==> config.mk <==
export PLATFORM = sky130hd
export DESIGN_NAME = vdt_ram
export DESIGN_NICKNAME = d
export VERILOG_FILES = /design/src/rtl/core/vdt_ram.sv
export SDC_FILE = /design/constraint.sdc
export NUM_CORES = 1
export LEC_CHECK = 0
export ABC_AREA = 1
export ABC_CLOCK_PERIOD_IN_PS = 1200
export BUFFER_PORTS_ARGS = -buffer_cell sky130_fd_sc_hd__buf_2
export CORE_ASPECT_RATIO = 0.7
export CORE_MARGIN = 1
export CORE_UTILIZATION = 55
export DETAILED_ROUTE_END_ITERATION = 8
export PLACE_DENSITY = 0.75
export SKIP_LAST_GASP = 1
export SYNTH_ARGS = -nofsm -noshare
export SYNTH_HDL_FRONTEND = slang
export SYNTH_SLANG_ARGS = --single-unit
==> constraint.sdc <==
create_clock -name clk -period 1.2 [get_ports clk]
set_input_delay 0.24 -clock clk [delete_from_list [all_inputs] [get_ports clk]]
set_output_delay 0.24 -clock clk [all_outputs]
set_load 0.05 [all_outputs]
==> src/rtl/core/vdt_ram.sv <==
`timescale 1ns / 1ps
module vdt_ram #(
	parameter int WIDTH = 8,
	parameter int DEPTH = 16
) (
	input  logic                     clk,
	input  logic                     we,
	input  logic [$clog2(DEPTH)-1:0] waddr,
	input  logic [WIDTH-1:0]         wdata,
	input  logic                     re,
	input  logic [$clog2(DEPTH)-1:0] raddr,
	output logic [WIDTH-1:0]         rdata
);

	logic [WIDTH-1:0] mem [DEPTH];

	always_ff @(posedge clk) begin
		if (we) begin
			mem[waddr] <= wdata;
		end
		if (re) begin
			rdata <= mem[raddr];
		end
	end

endmodule

==> impl_metrics.toml <==
[route]
drc = 4
drt-total-wl_um = 13620
drtAntennaViolNets = 0
drt_iter0_markers = 499
first_pass_iters = 9
vias_per_cell = 5.442
wl_per_cell_um = 18.28
vias = 4054

[global_route]
grt_pass1_wl_um = 21100
grt_max_degree = 48
track_usage_pct = 27.16
antenna_found_initial = 0
grt_pass1_vias = 3819
grt-ovfl-total = 0

[sta]
setup_viol = 8
worst_slack_ns = -0.06985
relSlewSlack_pct = 72.60
worst_pin_slew_ns = 0.4110
period_needed_ns = 1.270
hold_viol = 0
fmax_ghz = 0.7875
slew_viol_final = 0
fin_worst_skew_ns = 0.005140
rsz0062_at_grt = "yes"
finalCritPeriodShare_pct = 105.8
setup_tns_ns = -0.3304

[critical_path]
crit_path_cell_trace = "buf_6"
r2r-end = "rdata[5]"
reg2reg_from = "mem[11][5]"
regToRegSetupSlack_ns = 0.03
path_delay_family = "flip-flops"
crit_fanout = 1
critPathBufInv = 1
critical_path.endpoint_type = "output pin"
worstPathArrival_ns = 1.03
max_stage_delay_ns = 0.43
critical_path_class = "flop to output pin"
crit_path_start_kind = "flop"
crit_required_ns = 0.96
reg2reg_depth = 6
cp_slowest_cell = "edfxtp_1"

[pwr]
p_clk_share_pct = 43.6
p_seq_share_pct = 49.2
p_int_mw = 8.610
netSwitchingPower_mw = 2.368
swShare_pct = 21.57
peakVddDrop_v = 0.001014
p_leak_nw = 2.990
p_per_area_mw_per_mm2 = 1598
p_comb_share_pct = 7.3

[logic_synthesis]
synth_mux_area_share_pct = 0
ys_types = 11
ys_seq_area_share_pct = 69.85
syn_avg_cell_area_um2 = 10.61
netlist_instances = 551
synthesis.nets = 570
synth_compound_area_share_pct = 0
synth_area_mm2 = 0.005847
synth_xor_area_share_pct = 0
synth-adder-area-share_pct = 0
ys_warn_count = 0
synthSimpleGateAreaFrac_pct = 20.76
synth_top_family_by_area = "simple AND/OR/NAND/NOR gates"
ys_seq_elements = 136

[min_path]
hold_end = "rdata[6]"
hold_depth = 1
hp-start = "re"
hold_path_class = "primary input to flop"

[cts]
htreeDepth = 4
clockRootBuffer = "clkbuf_16"
numCtsBuffers = 17
clkTransAtPathRegs_ns = 0.05
clock-sinks = 136
ctsHoldBuffers = 0
clock_latency_ns = 0.41
cts_tree = "done"
clk_path_buf_depth = 2

[floorplanning]
dieArea_mm2 = 0.01105
core_area_mm2 = 0.01036
pin_count = 27
die_x_um = 125.2
die_h_um = 88.27
initial_core_util_pct = 56.46
num_rows = 31

[place]
dp_cells = 714
gp_congestion = 0.8945
port_buffers = 26
place_ws_ns = -0.2149
place_area_mm2 = 0.006269
place_hpwl_um = 8678

[cells_and_area]
diodes = 0
fillers = 742
final_cell_mix = "nand2_1 (172), edfxtp_1 (136), inv_1 (100)"
drive_gt1_share_pct = 13.87
final_cell_area_mm2 = 0.006870
layout.nets = 620
finalCoreUtilization_pct = 66.34
final_common_cell = "nand2_1"
syn2layout_area_growth_pct = 17.50
layout.cells.non_filler = 745

[outcome]
violations = "DRC, setup timing"
outcome = "finished, violations left"

[job]
maxCapViolCount = 0
stage by stage:
| step | total power [mW] | hold WS, ns |
|---|---|---|
| detailed placement | 6.240 | 0.6111 |
| finish | 10.98 | 0.1880 |
| CTS | 11.02 | 0.1831 |
| global route | 11.31 | 0.1835 |
| floorplan | 5.931 | 0.3389 |
| global placement | 6.220 | 0.6039 |
flip-flops by register name, summed over array words and instances (netlist names):
signal and cells:
mem 128, rdata 8
layer usage:
metal	up-vias	part of all wire, %	track usage [%]	wire [um]
met2	220	44	40.58	6037
li1	1885	-	-	-
met1	1927	44	39.49	5979
met3	22	10	5.804	1370
met5	-	0	0	0
met4	0	1.7	11.20	233
worst max path at each step:
stage                           end      from  cells after the start  slack (ns)
final                      rdata[0]  rdata[0]                      1       -0.07
after global routing       rdata[1]  rdata[1]                      1       -0.08
after CTS                  rdata[0]  rdata[0]                      1       -0.07
after detailed placement   rdata[5]  raddr[0]                      8       -0.21
after global placement     rdata[5]  raddr[0]                      8       -0.19
after floorplan           mem[4][0]  waddr[3]                      2       0.009
timing repair:
item / CTS / global route
setup buffers: 0 / 0
hold endpoints to repair: 0 / 0
pin swaps: 0 / 0
endpoints found under the setup margin: 8 / 10
gates resized for setup: 16 / 2
logic make-up (layout without fill, tap and decap cells):
group,Yosys count,in the layout
buffers and inverters,126,188
DFF,136,136
and+or+nand+nor,289,289
power by group through the flow:
stage / clock, mW / sequential, mW / combinational (mW)
finish: 4.78 / 5.40 / 0.798
floorplan: 0 / 5.56 / 0.375
detailed placement: 0 / 5.49 / 0.754
CTS: 4.83 / 5.40 / 0.792
global placement: 0 / 5.48 / 0.737
global route: 5.04 / 5.40 / 0.860
synth_stat cells:
cell type,count,area (um^2)
inv_1,100,375.4
nand3_1,97,485.5
buf_4,4,30.03
buf_2,13,65.06
nor2_1,17,63.81
nand3b_1,2,15.01
edfxtp_1,136,4084
inv_2,2,7.510
buf_6,6,67.56
buf_1,1,3.750
nand2_1,173,649.4
area by class of cell:
class | instances | area [um^2] | area share (%)
multi-input cells | 289 | 1221 | 17.77
flip-flops and latches | 136 | 4084 | 59.44
well taps | 132 | 165.2 | 2.404
repair buffers | 55 | 473.0 | 6.884
clock inverters | 11 | 107.6 | 1.566
inverters | 102 | 382.9 | 5.573
clock buffers | 20 | 436.7 | 6.356
Power figures use the tool's default switching activity.
